`config.mk`:
```
export PLATFORM = sky130hd
export DESIGN_NAME = checked_ascii_number_parser_top
export DESIGN_NICKNAME = d
export VERILOG_FILES = /design/src/rtl/capn_pkg.sv /design/src/rtl/checked_ascii_number_parser_top.sv /design/src/rtl/capn_in_reg.sv /design/src/rtl/capn_core.sv
export SDC_FILE = /design/constraint.sdc
export NUM_CORES = 1
export LEC_CHECK = 0
export BUFFER_PORTS_ARGS = -buffer_cell sky130_fd_sc_hd__buf_4
export CAP_MARGIN = 20
export CORE_ASPECT_RATIO = 1.25
export CORE_UTILIZATION = 35
export CTS_CLUSTER_DIAMETER = 120
export CTS_CLUSTER_SIZE = 14
export DETAILED_ROUTE_END_ITERATION = 10
export SLEW_MARGIN = 40
export SYNTH_ARGS = -nofsm -noshare
export SYNTH_HDL_FRONTEND = slang
export SYNTH_SLANG_ARGS = --single-unit
export TNS_END_PERCENT = 20
```
`constraint.sdc`:
```
create_clock -name clk -period 7.5 [get_ports clk]
set_input_delay 1.125 -clock clk [delete_from_list [all_inputs] [get_ports clk]]
set_output_delay 1.125 -clock clk [all_outputs]
set_load 0.03 [all_outputs]
```
`src/rtl/capn_pkg.sv`:
```
`default_nettype none

package capn_pkg;

	localparam logic [7:0] BASE_DEC = 8'd10;
	localparam logic [7:0] BASE_HEX = 8'd16;
	localparam logic [7:0] BASE_RESET = BASE_DEC;

	localparam logic [7:0] CHAR_ZERO = 8'h30;
	localparam logic [7:0] CHAR_NINE = 8'h39;
	localparam logic [7:0] CHAR_LC_A = 8'h61;
	localparam logic [7:0] CHAR_LC_F = 8'h66;
	localparam logic [7:0] CHAR_UC_A = 8'h41;
	localparam logic [7:0] CHAR_UC_F = 8'h46;
	localparam logic [7:0] CHAR_LC_X = 8'h78;
	localparam logic [7:0] CHAR_UC_X = 8'h58;

	localparam logic [31:0] VALUE_SAT = 32'hFFFF_FFFF;

	typedef enum logic [1:0] {
		ST_OK     = 2'd0,
		ST_PREFIX = 2'd1,
		ST_DIGIT  = 2'd2,
		ST_BASE   = 2'd3
	} status_t;

	typedef enum logic [1:0] {
		POS_FIRST  = 2'd0,
		POS_SECOND = 2'd1,
		POS_LATER  = 2'd2
	} pos_t;

	typedef struct packed {
		logic [7:0] char_code;
		logic       last_char;
	} item_t;

	// bit 4 set: not a hex digit
	function automatic logic [4:0] hex_value(input logic [7:0] c);
		logic [4:0] v;
		v = 5'd16;
		if (c >= CHAR_ZERO && c <= CHAR_NINE) begin
			v = {1'b0, c[3:0]};
		end else if ((c >= CHAR_LC_A && c <= CHAR_LC_F) || (c >= CHAR_UC_A && c <= CHAR_UC_F)) begin
			v = {1'b0, c[3:0] + 4'd9};
		end
		return v;
	endfunction

endpackage

`default_nettype wire

```
`src/rtl/checked_ascii_number_parser_top.sv`:
```
`default_nettype none

// channel   dir  handshake            payload
// s_*       in   s_tvalid/s_tready    tdata[7:0] char_code, tlast last_char
// m_*       out  m_tvalid/m_tready    tdata[31:0] parsed_value, tuser[1:0] parse_status
// cfg_*     in   cfg_valid/cfg_ready  cfg_data[7:0] number_base
//
// One character per cycle sustained while the result channel is not stalled; a result
// passes the input register and then the result register around the multiply-add.
// Only the last character of a string yields a result item.
// Reset clears the per-string state and sets number_base to 10.
// A stalled result blocks only the last character of the next string.

module checked_ascii_number_parser_top
	import capn_pkg::*;
(
	input  wire logic        clk,
	input  wire logic        arst_n,
	input  wire logic        s_tvalid,
	output logic             s_tready,
	input  wire logic [7:0]  s_tdata,   // [7:0] char_code
	input  wire logic        s_tlast,   // last_char
	output logic             m_tvalid,
	input  wire logic        m_tready,
	output logic [31:0]      m_tdata,   // [31:0] parsed_value
	output logic [1:0]       m_tuser,   // [1:0] parse_status
	input  wire logic        cfg_valid,
	output logic             cfg_ready,
	input  wire logic [7:0]  cfg_data   // [7:0] number_base
);

	logic [7:0] base_q;
	logic       take;
	logic       valid_s1;
	item_t      item_s1;

	assign cfg_ready = 1'b1;

	always_ff @(posedge clk or negedge arst_n) begin
		if (!arst_n) begin
			base_q <= BASE_RESET;
		end else if (cfg_valid) begin
			base_q <= cfg_data;
		end
	end

	capn_in_reg u_in_reg (
		.clk      (clk),
		.arst_n   (arst_n),
		.s_tvalid (s_tvalid),
		.s_tready (s_tready),
		.s_tdata  (s_tdata),
		.s_tlast  (s_tlast),
		.take     (take),
		.valid_s1 (valid_s1),
		.item_s1  (item_s1)
	);

	capn_core u_core (
		.clk         (clk),
		.arst_n      (arst_n),
		.number_base (base_q),
		.in_valid    (valid_s1),
		.in_item     (item_s1),
		.take        (take),
		.m_tvalid    (m_tvalid),
		.m_tready    (m_tready),
		.m_tdata     (m_tdata),
		.m_tuser     (m_tuser)
	);

endmodule

`default_nettype wire

```
`src/rtl/capn_in_reg.sv`:
```
`default_nettype none

module capn_in_reg
	import capn_pkg::*;
(
	input  wire logic       clk,
	input  wire logic       arst_n,
	input  wire logic       s_tvalid,
	output logic            s_tready,
	input  wire logic [7:0] s_tdata,   // [7:0] char_code
	input  wire logic       s_tlast,   // last_char
	input  wire logic       take,
	output logic            valid_s1,
	output item_t           item_s1
);

	assign s_tready = !valid_s1 || take;

	always_ff @(posedge clk or negedge arst_n) begin
		if (!arst_n) begin
			valid_s1 <= 1'b0;
		end else if (s_tready) begin
			valid_s1 <= s_tvalid;
		end
	end

	always_ff @(posedge clk) begin
		if (s_tready && s_tvalid) begin
			item_s1.char_code <= s_tdata;
			item_s1.last_char <= s_tlast;
		end
	end

endmodule

`default_nettype wire

```
`src/rtl/capn_core.sv`:
```
`default_nettype none

module capn_core
	import capn_pkg::*;
(
	input  wire logic        clk,
	input  wire logic        arst_n,
	input  wire logic [7:0]  number_base,
	input  wire logic        in_valid,
	input  wire item_t       in_item,
	output logic             take,
	output logic             m_tvalid,
	input  wire logic        m_tready,
	output logic [31:0]      m_tdata,   // [31:0] parsed_value
	output logic [1:0]       m_tuser    // [1:0] parse_status
);

	pos_t        pos_q;
	logic [31:0] acc_q;
	logic        ovf_q;
	logic        lead0_q;
	logic        bad_q;
	logic        pfx_q;

	pos_t        pos_n;
	logic [31:0] acc_n;
	logic        ovf_n;
	logic        lead0_n;
	logic        bad_n;
	logic        pfx_n;

	logic [7:0]  c;
	logic        base10;
	logic        base16;
	logic        is_dec;
	logic [4:0]  hv;
	logic        is_prefix;
	logic        do_acc;
	logic [3:0]  dig;
	logic [35:0] prod;
	logic [35:0] sum;
	status_t     status;
	logic [31:0] value;

	always_comb begin
		c = in_item.char_code;
		base10 = (number_base == BASE_DEC);
		base16 = (number_base == BASE_HEX);
		is_dec = (c >= CHAR_ZERO) && (c <= CHAR_NINE);
		hv = hex_value(c);
		is_prefix = base16 && (pos_q == POS_SECOND) && (c == CHAR_LC_X || c == CHAR_UC_X);

		lead0_n = (pos_q == POS_FIRST) ? (c == CHAR_ZERO) : lead0_q;

		do_acc = 1'b0;
		dig = 4'd0;
		bad_n = bad_q;
		pfx_n = pfx_q;
		if (base10) begin
			do_acc = is_dec;
			dig = c[3:0];
			bad_n = bad_q || !is_dec;
		end else if (base16) begin
			if (is_prefix) begin
				pfx_n = pfx_q || !lead0_q;
			end else begin
				do_acc = !hv[4];
				dig = hv[3:0];
				bad_n = bad_q || hv[4];
			end
		end

		// x10 as x8 + x2, x16 as a shift
		prod = base10 ? ({acc_q, 3'b000} + {3'b000, acc_q, 1'b0}) : {acc_q, 4'b0000};
		sum = prod + {32'd0, dig};
		acc_n = acc_q;
		ovf_n = ovf_q;
		if (do_acc) begin
			if (|sum[35:32]) begin
				acc_n = VALUE_SAT;
				ovf_n = 1'b1;
			end else begin
				acc_n = sum[31:0];
			end
		end

		pos_n = (pos_q == POS_FIRST) ? POS_SECOND : POS_LATER;

		if (!base10 && !base16) begin
			status = ST_BASE;
		end else if (pfx_n) begin
			status = ST_PREFIX;
		end else if (bad_n) begin
			status = ST_DIGIT;
		end else begin
			status = ST_OK;
		end
		value = (status != ST_OK) ? 32'd0 : (ovf_n ? VALUE_SAT : acc_n);
	end

	assign take = in_valid && (!in_item.last_char || !m_tvalid || m_tready);

	always_ff @(posedge clk or negedge arst_n) begin
		if (!arst_n) begin
			pos_q <= POS_FIRST;
			acc_q <= 32'd0;
			ovf_q <= 1'b0;
			lead0_q <= 1'b0;
			bad_q <= 1'b0;
			pfx_q <= 1'b0;
		end else if (take) begin
			if (in_item.last_char) begin
				pos_q <= POS_FIRST;
				acc_q <= 32'd0;
				ovf_q <= 1'b0;
				lead0_q <= 1'b0;
				bad_q <= 1'b0;
				pfx_q <= 1'b0;
			end else begin
				pos_q <= pos_n;
				acc_q <= acc_n;
				ovf_q <= ovf_n;
				lead0_q <= lead0_n;
				bad_q <= bad_n;
				pfx_q <= pfx_n;
			end
		end
	end

	always_ff @(posedge clk or negedge arst_n) begin
		if (!arst_n) begin
			m_tvalid <= 1'b0;
		end else if (take && in_item.last_char) begin
			m_tvalid <= 1'b1;
		end else if (m_tready) begin
			m_tvalid <= 1'b0;
		end
	end

	always_ff @(posedge clk) begin
		if (take && in_item.last_char) begin
			m_tdata <= value;
			m_tuser <= status;
		end
	end

endmodule

`default_nettype wire

```
==> results of run 1 <==
## cell type report
class / count / area [um^2] / area share, %
Clock inverter: 6 / 42.5 / 0.507
Clock buffer: 10 / 229 / 2.73
Inverter: 17 / 63.8 / 0.761
Multi-Input combinational cell: 735 / 4740 / 56.5
Sequential cell: 91 / 2490 / 29.8
Tap cell: 274 / 343 / 4.09
Timing Repair Buffer: 63 / 473 / 5.64
## critical path, stage by stage (launching register included)
cell	delay [ps]
edfxtp_1	510
inv_1	150
ha_1	180
nand2b_1	80
or3_1	390
nor2b_1	180
a21oi_1	480
nor2_1	180
ha_1	310
a21o_1	100
a21oi_1	90
a21oi_1	190
a21boi_1	260
and2_1	220
o211a_1	250
nand3_1	210
or4b_1	510
mux2i_1	260
a21oi_4	80
buf_4	310
o31ai_1	330
a21oi_1	100
## state kept, by name, indices dropped and copies added (netlist names), 2 cells and up
signal	count
base_q	8
u_core.acc_q	32
u_core.m_tdata	32
u_core.m_tuser	2
u_core.pos_q	2
u_in_reg.item_s1	9
## stage by stage
| stage | utilization, % | setup WS (ps) | hold slack (ps) |
|---|---|---|---|
| CTS | 40.1 | 1670 | 493 |
| global route | 40.1 | 1350 | 527 |
| detailed placement | 38.8 | 1700 | 478 |
| floorplan | - | 2020 | 451 |
| global placement | 38.8 | 1580 | 468 |
| finish | 40.1 | 1840 | 485 |
## where the power goes
part	internal (W)	switching, W
clock network	0.000225	0.000205
registers	0.000543	0.0000142
logic	0.0000314	0.0000533
## routing by layer
metal	wire, um	up-vias	track usage (%)
met5	0	-	0
met4	708	0	7.73
met3	629	49	2.84
met2	11100	150	37.0
met1	8590	3245	22.6
li1	-	3337	-
## worst paths after layout
check / endpoint / depth (start not counted) / slack (ps)
setup / recovery: u_core.m_tdata[15]$_SDFFCE_PP0P_ / 21 / 1840
hold / removal: u_core.bad_q$_DFFE_PN0P_ / 2 / 480
setup reg to reg: u_core.m_tdata[15]$_SDFFCE_PP0P_ / 21 / 1840
hold reg to reg: u_core.bad_q$_DFFE_PN0P_ / 2 / 480
max in group asynchronous: u_core.acc_q[26]$_DFFE_PN0P_ / 1 / 6250
min in group asynchronous: u_core.m_tvalid$_DFFE_PN0P_ / 1 / 790
## kinds of logic after synthesis
logic type,count (synthesis)
DFF,91
buffers and inverters,66
xor gates and xnor gates,47
adders and majority gates,39
AOI/OAI and AO/OA,277
muxes,18
and+or+nand+nor,353
other,1
## synthesized netlist by cell type (11+ instances only)
master and count:
a211oi_1 13, a21o_1 16, a21oi_1 87, clkbuf_1 34, dfrtp_1 46, edfxtp_1 43
ha_1 37, inv_1 16, nand2_1 129, nand2b_1 29, nand3_1 21, nand4_1 20
nor2_1 60, nor3_1 22, o21ai_0 61, o31ai_1 21, or3_1 11, xnor2_1 26
xor2_1 21
==> flow_summary.yaml, run 1 <==
timing:
  setup_tns_ps: 0
  rsz0062_at_grt: "no"
  finalSetupViolCount: 0
  tightestPinTransition_ps: 696
  skew_ps: 12.8
  slew_viol_final: 0
  period_minus_slack_ps: 5660
  hold_viol: 0
  post-route-period-util_pct: 75.4
  relSlewSlack_pct: 53.4
  fmax_ghz: 0.177
placed_design:
  dp_cells: 1180
  portBuffers: 57
  place_area_um2: 8110
  place_hpwl_um: 15500
  gp_congestion: 0.881
yosys:
  async_reset_ff_share_pct: 52.7
  syn_avg_cell_area_um2: 8.39
  synth_top_family_by_area: "compound AO/OA/AOI/OAI gates"
  yosys.area_share.simple_pct: 23.8
  ys_ff_latch: 91
  synth_compound_area_share_pct: 24.2
  synth.top_cell.area_share_pct: 17.3
  synthesis.area_um2: 7480
  synth.area.mux_share_pct: 2.58
  synth_adder_area_share_pct: 6.72
  synth-edff-count: 43
  synth_xor_area_share_pct: 5.50
  ys_seq_area_share_pct: 33.4
  syn_inst: 892
  synth_area_leaders: "edfxtp_1 (17%), dfrtp_1 (15%), nand2_1 (6.5%)"
  synth_top_area_cell: "edfxtp_1"
  yosys_warnings: 0
  ys.flop_type: "dfrtp_1"
  synth.distinct_cells: 81
  syn_nets: 953
setup_path:
  cp_data_required_time_ps: 7590
  r2r_start: "u_in_reg.item_s1[1]$_DFFE_PP_"
  end_kind: "flip-flop"
  cp.arrival_ps: 5740
  crit_start: "u_in_reg.item_s1[1]$_DFFE_PP_"
  startpoint_type: "flip-flop"
  crit_type: "reg -> reg"
  worstPathMaxFanout: 58
flow_run:
  maxCapViolCount: 0
clock_network:
  cts_sinks: 91
  cts_tree: "built"
  clk_pin_slew_ps: 70
  clock_latency_ps: 360
  numCtsBuffers: 9
  cts_setup_buffers: 0
  cts.hold.buffers_added: 0
  cts_resized: 0
  htreeDepth: 3
  clock-root-buffer: "clkbuf_16"
  clockBufferDepth: 2
global_route:
  grt_first_pass_wirelength_um: 34100
  grt_pass1_vias: 6474
  grt_use_total_pct: 19.8
  antenna_found_initial: 0
  overflow: 0
  grt_max_degree: 59
final_layout:
  syn2layout_area_growth_pct: 12.1
  final_common_cell: "nand2_1"
  fin_area_um2: 8380
  diodes: 0
  stdcell_count: 1196
  fin_nets: 978
  final.fill_count: 2121
  drive_gt1_share_pct: 13.3
  mostFrequentLayoutCells: "nand2_1 (128), a21oi_1 (86), buf_4 (63)"
power_and_ir_drop:
  vdd_ir_drop_max_uv: 127
  power.leakage_nw: 3.39
  finalPower_w: 0.00107
  power_density_nw_per_um2: 128
routing:
  drtAntennaViolNets: 0
  dr_total_vias: 6781
  drt-initial-drc-count: 454
  routed_wl_um: 21000
  drcViolationCount: 0
  viasPerCell: 5.67
  wl_per_cell_um: 17.6
  drt-pass1-iter-count: 5
min_path:
  worstHoldStart: "u_core.bad_q$_DFFE_PN0P_"
  hp-class: "reg -> reg"
die:
  core_area_um2: 20900
  io_pins: 59
  floorplan.initialDensity_pct: 35.8
  rows: 59
  die-area_um2: 22000
  die_y_um: 165
  die_w_um: 133
run_status:
  outcome: "complete, no violations"
No activity file was read; power rests on OpenSTA's default activity.
==> inputs of run 2 (changes only) <==
==> constraint.sdc (replaced) <==
create_clock -name clk -period 5 [get_ports clk]
set_input_delay 0.75 -clock clk [delete_from_list [all_inputs] [get_ports clk]]
set_output_delay 0.75 -clock clk [all_outputs]
set_load 0.03 [all_outputs]
==> run 2 against run 1 <==
Net effect: design area grew 5.0%; worst hold slack lost 65 ps; combinational power grew 58%; register-to-register slack lost 1600 ps; critical path depth shrank 1; highest routed layer unchanged; cell count grew 3.0%; die area is the same; largest cell class unchanged; via count grew 1.7%.
==> flow_summary.yaml, run 2 (same netlist as run 1, synthesis figures left out) <==
setup_path:
  critPathSlowestCell: "or4b_1"
  rrSetupSlack_ps: 230
  worstPathMaxFanout: 16
  slowest_delay_ps: 450
  worstRegToRegCells: 20
  startpoint_type: "flip-flop"
  cp_cell_sequence: "inv_1, ha_1, nand2b_1, or3_1, nor2b_2, a21oi_2, nor2_1, ha_1, fa_1, a21o_1, nand4_1, nor2_1, o21a_2, nand3_2, or4b_1, mux2i_2, a21oi_4, buf_4, o31ai_2, a21oi_1"
  critPathBufInv: 2
  cp.arrival_ps: 4840
  cpLargestDelayFamily: "simple AND/OR/NAND/NOR gates"
  r2r_start: "u_in_reg.item_s1[1]$_DFFE_PP_"
  r2r-end: "u_core.m_tdata[26]$_SDFFCE_PP0P_"
  cp_data_required_time_ps: 5070
  crit_type: "reg -> reg"
  end_kind: "flip-flop"
die:
  core_area_um2: 20900
  die_y_um: 165
  die_w_um: 133
  io_pins: 59
  floorplan.initialDensity_pct: 35.8
  rows: 59
  die-area_um2: 22000
final_layout:
  mostFrequentLayoutCells: "nand2_1 (128), buf_4 (98), a21oi_1 (84)"
  diodes: 0
  drive_gt1_share_pct: 18.5
  final.fill_count: 2115
  top_regs: "u_core.acc_q (32), u_core.m_tdata (32), u_in_reg.item_s1 (9)"
  fin_nets: 1014
  syn2layout_area_growth_pct: 17.6
  regArea_um2: 2490
  final_common_cell: "nand2_1"
  multi_input_area_um2: 4860
clock_network:
  cts_sinks: 91
  clock-root-buffer: "clkbuf_16"
  numCtsBuffers: 9
  clockBufferDepth: 2
  cts_tree: "built"
  htreeDepth: 3
  clock_latency_ps: 350
  clk_pin_slew_ps: 70
global_route:
  grt_first_pass_wirelength_um: 34200
  overflow: 0
  antenna_found_initial: 0
  grt_pass1_vias: 6619
  grt_max_degree: 49
  grt_use_total_pct: 20.0
routing:
  viasPerCell: 5.60
  drtAntennaViolNets: 0
  wl_per_cell_um: 17.7
  drcViolationCount: 0
  routed_wl_um: 21800
  dr_total_vias: 6898
  drt-pass1-iter-count: 5
  drt-initial-drc-count: 443
placed_design:
  place_hpwl_um: 16400
  gp_congestion: 0.909
  portBuffers: 57
timing:
  slew_viol_final: 0
  relSlewSlack_pct: 54.8
  skew_ps: 6.61
  hold_slack_ps: 420
  finalSetupViolCount: 0
  fmax_ghz: 0.210
  tightestPinTransition_ps: 669
  period_minus_slack_ps: 4770
  post-route-period-util_pct: 95.3
  hold_viol: 0
min_path:
  hp-class: "in -> async"
power_and_ir_drop:
  finalPower_w: 0.00162
  vdd_ir_drop_max_uv: 211
  power.leakage_nw: 3.60
  power_density_nw_per_um2: 184
flow_run:
  maxCapViolCount: 0
run_status:
  outcome: "complete, no violations"
==> run 2: cell count changes in the layout (fill, tap and decap cells not counted), moves of 2 or more <==
| cell | delta |
|---|---|
| o31ai_2 | +6 |
| a21oi_1 | -2 |
| a21oi_2 | +2 |
| a2111oi_2 | -2 |
| a2111oi_4 | +2 |
| buf_4 | +35 |
| o31ai_1 | -6 |
==> run 2: area by class of cell <==
type / instances / area share (%)
Clock buffer: 11 / 2.76
Clock inverter: 5 / 0.427
Inverter: 17 / 0.725
Tap cell: 274 / 3.90
Sequential cell: 91 / 28.4
Timing Repair Buffer: 99 / 8.59
Multi-Input combinational cell: 735 / 55.3
==> run 2: where the power goes <==
group / total (W) / internal (W) / switching [W]
sequential: 0.000835 / 0.000815 / 0.0000204
clock: 0.000654 / 0.000353 / 0.000301
combinational: 0.000134 / 0.0000508 / 0.0000832
==> run 2: worst max path at each step <==
| stage | end | depth (start not counted) | from | slack, ps |
|---|---|---|---|---|
| 4_1_cts | u_core.m_tdata[22]$_SDFFCE_PP0P_ | 21 | u_in_reg.item_s1[1]$_DFFE_PP_ | 30 |
| 2_1_floorplan | u_core.m_tdata[6]$_SDFFCE_PP0P_ | 23 | u_in_reg.item_s1[1]$_DFFE_PP_ | 10 |
| 3_3_place_gp | u_core.m_tdata[26]$_SDFFCE_PP0P_ | 22 | u_in_reg.item_s1[1]$_DFFE_PP_ | 80 |
| 6_report | u_core.m_tdata[26]$_SDFFCE_PP0P_ | 20 | u_in_reg.item_s1[1]$_DFFE_PP_ | 230 |
| 3_5_place_dp | u_core.m_tdata[22]$_SDFFCE_PP0P_ | 22 | u_in_reg.item_s1[1]$_DFFE_PP_ | 10 |
| 5_1_grt | u_core.m_tdata[26]$_SDFFCE_PP0P_ | 22 | u_in_reg.item_s1[1]$_DFFE_PP_ | -40 |
==> run 2: layer usage <==
| metal | global-route usage (%) | part of all wire, % |
|---|---|---|
| met1 | 22.3 | 41 |
| met2 | 37.7 | 53 |
| met3 | 2.66 | 2.9 |
| met4 | 9.20 | 4.0 |
| met5 | 0 | 0 |
==> run 2: stage by stage <==
| step | area [um^2] | utilization [%] | TNS [ps] | std cells | setup slack (ps) |
|---|---|---|---|---|---|
| 2_1_floorplan | 7500 | - | 0 | 892 | 13.8 |
| 3_3_place_gp | 8370 | 40.1 | 0 | 1215 | 83.2 |
| 3_5_place_dp | 8390 | 40.1 | 0 | 1215 | 12.2 |
| 4_1_cts | 8670 | 41.5 | 0 | 1231 | 32.3 |
| 5_1_grt | 8800 | 42.1 | -175 | 1232 | -40.4 |
| 6_report | 8800 | 42.1 | 0 | 1232 | 233 |
==> run 2: what timing repair did <==
action,in CTS,in global routing
setup buffers,0,1
resized for setup,1,23
hold buffers,0,0
endpoints found under the setup margin,14,65
pin swaps,0,6
==> run 2: worst reg2reg max path, delay by kind of cell (launching register included) <==
kind / cells / cell delay (ps)
AND/OR/NAND/NOR: 8 / 1520
AO/OA/AOI/OAI: 6 / 1120
adder cells (fa/ha/maj): 3 / 830
flip-flops: 1 / 420
buffers and inverters: 2 / 340
multiplexers: 1 / 230
==> inputs of run 3 (changes only) <==
--- a/config.mk
+++ b/config.mk
@@ -12,6 +12,7 @@
 export CTS_CLUSTER_DIAMETER = 120
 export CTS_CLUSTER_SIZE = 14
 export DETAILED_ROUTE_END_ITERATION = 10
+export REMOVE_ABC_BUFFERS = 1
 export SLEW_MARGIN = 40
 export SYNTH_ARGS = -nofsm -noshare
 export SYNTH_HDL_FRONTEND = slang
==> run 3 against run 2 <==
Net effect: combinational power barely moved; register-to-register slack improved by 80 ps; global-route usage is 0.80 points higher; largest cell class unchanged; largest power group unchanged; worst setup slack better by 80 ps; worst hold slack improved by 15 ps; cell count unchanged; sequential share of layout area rose by 0.097 points; highest routed layer unchanged; critical path depth down 4; maximum frequency increased by 1.7%; die area unchanged; critical path type unchanged.
==> flow_summary.yaml, run 3 (same netlist as run 1, synthesis figures left out) <==
run_status:
  outcome: "complete, no violations"
timing:
  slew_viol_final: 0
  tightestPinTransition_ps: 716
  fmax_ghz: 0.213
  skew_ps: 11.7
  finalSetupViolCount: 0
  hold_viol: 0
  relSlewSlack_pct: 52.1
  period_minus_slack_ps: 4690
  post-route-period-util_pct: 93.7
final_layout:
  top_regs: "u_core.acc_q (32), u_core.m_tdata (32), u_in_reg.item_s1 (9)"
  final.fill_count: 2126
  fin_nets: 1014
  multi_input_area_um2: 4800
  final_common_cell: "nand2_1"
  regArea_um2: 2490
  final_util_pct: 42.0
  mostFrequentLayoutCells: "nand2_1 (128), buf_4 (95), a21oi_1 (84)"
  syn2layout_area_growth_pct: 17.2
  drive_gt1_share_pct: 17.6
  diodes: 0
power_and_ir_drop:
  clockPowerShare_pct: 39.7
  p_int_w: 0.00120
  p_sw_w: 0.000403
  seqPwrFrac_pct: 52.0
  power_frac_comb_pct: 8.3
  power_density_nw_per_um2: 183
  finalPower_w: 0.00161
  power.leakage_nw: 3.61
  vdd_ir_drop_max_uv: 204
  switching_share_pct: 25.1
global_route:
  antenna_found_initial: 0
  grt_first_pass_wirelength_um: 35500
  grt_pass1_vias: 6711
  met1_usage_pct: 23.9
  overflow: 0
  grt.busiest_layer: "met2"
  grt_max_degree: 61
  met2_usage_pct: 37.4
  grtUsageMet3_pct: 2.84
  grt_use_total_pct: 20.8
clock_network:
  clockBufferDepth: 2
  cts.hold.buffers_added: 0
  cts_tree: "built"
  numCtsBuffers: 9
  cts_sinks: 91
  clock_latency_ps: 360
  clk_pin_slew_ps: 70
  clock-root-buffer: "clkbuf_16"
  htreeDepth: 3
flow_run:
  maxCapViolCount: 0
routing:
  viasPerCell: 5.68
  wl_per_cell_um: 18.2
  drt-initial-drc-count: 456
  routed_wl_um: 22400
  drt-pass1-iter-count: 7
  drtAntennaViolNets: 0
  drcViolationCount: 0
  dr_total_vias: 7000
setup_path:
  end_kind: "flip-flop"
  crit_start: "u_core.acc_q[0]$_DFFE_PN0P_"
  worstPathMaxFanout: 19
  cp.arrival_ps: 4760
  rrSetupSlack_ps: 310
  r2r-end: "u_core.m_tdata[4]$_SDFFCE_PP0P_"
  r2r_start: "u_core.acc_q[0]$_DFFE_PN0P_"
  worstRegToRegCells: 16
  crit_type: "reg -> reg"
  startpoint_type: "flip-flop"
  cp_data_required_time_ps: 5070
die:
  io_pins: 59
  die_w_um: 133
  die_y_um: 165
  rows: 59
  floorplan.initialDensity_pct: 35.8
  core_area_um2: 20900
  die-area_um2: 22000
placed_design:
  portBuffers: 57
  gp_congestion: 0.921
  place_hpwl_um: 16500
min_path:
  hp-class: "in -> async"
run 3: worst max path at each step:
stage / cells past startpoint / to / slack, ps
3_3_place_gp: 21 / u_core.m_tdata[20]$_SDFFCE_PP0P_ / 160
3_5_place_dp: 23 / u_core.m_tdata[4]$_SDFFCE_PP0P_ / -20
6_report: 16 / u_core.m_tdata[4]$_SDFFCE_PP0P_ / 310
5_1_grt: 20 / u_core.m_tdata[23]$_SDFFCE_PP0P_ / -20
4_1_cts: 23 / u_core.m_tdata[13]$_SDFFCE_PP0P_ / 50
2_1_floorplan: 13 / u_core.m_tdata[17]$_SDFFCE_PP0P_ / -1760
run 3: power by group through the flow:
stage          registers (W)  clock network, W  logic (W)
2_1_floorplan       0.000869                 0  0.0000477
3_3_place_gp        0.000850                 0   0.000132
3_5_place_dp        0.000850                 0   0.000134
4_1_cts             0.000835          0.000647   0.000134
5_1_grt             0.000838          0.000671   0.000147
6_report            0.000836          0.000637   0.000134
run 3: metrics by stage:
stage | cells | setup WS (ps) | setup TNS, ps | hold WS [ps] | instance area, um^2
final | 1232 | 313 | 0 | 435 | 8770
after global routing | 1232 | -16.6 | -32.7 | 494 | 8770
after CTS | 1229 | 50.5 | 0 | 467 | 8670
after detailed placement | 1213 | -23.5 | -77.1 | 482 | 8390
after global placement | 1213 | 163 | 0 | 470 | 8380
after floorplan | 843 | -1760 | -107370 | 451 | 7260
run 3: layout make-up:
cell class,instances,area share (%)
Sequential cell,91,28.4
Clock buffer,12,2.70
Multi-Input combinational cell,735,54.8
Clock inverter,4,0.328
Tap cell,274,3.91
Inverter,17,0.728
Timing Repair Buffer,99,9.10
run 3: what timing repair did:
item | 4_1_cts | 5_1_grt
pin swaps | 0 | 5
gates cloned | 0 | 1
setup endpoints to repair | 14 | 65
setup buffers | 0 | 2
resized for setup | 3 | 15
run 3: critical path, stage by stage, from the launching register on:
cell	delay, ps
dfrtp_1	390
ha_1	260
fa_1	420
a21o_1	220
a221oi_4	380
o221a_2	320
xnor2_1	160
nor4b_2	350
o211ai_1	190
nor3_2	230
nand3_1	120
or4b_1	500
mux2i_2	220
a21oi_4	110
buf_12	180
o31ai_1	250
a21oi_1	100
run 3: layer usage:
layer	routed length, um	vias up
li1	-	3414
met4	1050	0
met2	11300	156
met3	626	50
met5	0	-
met1	9480	3380
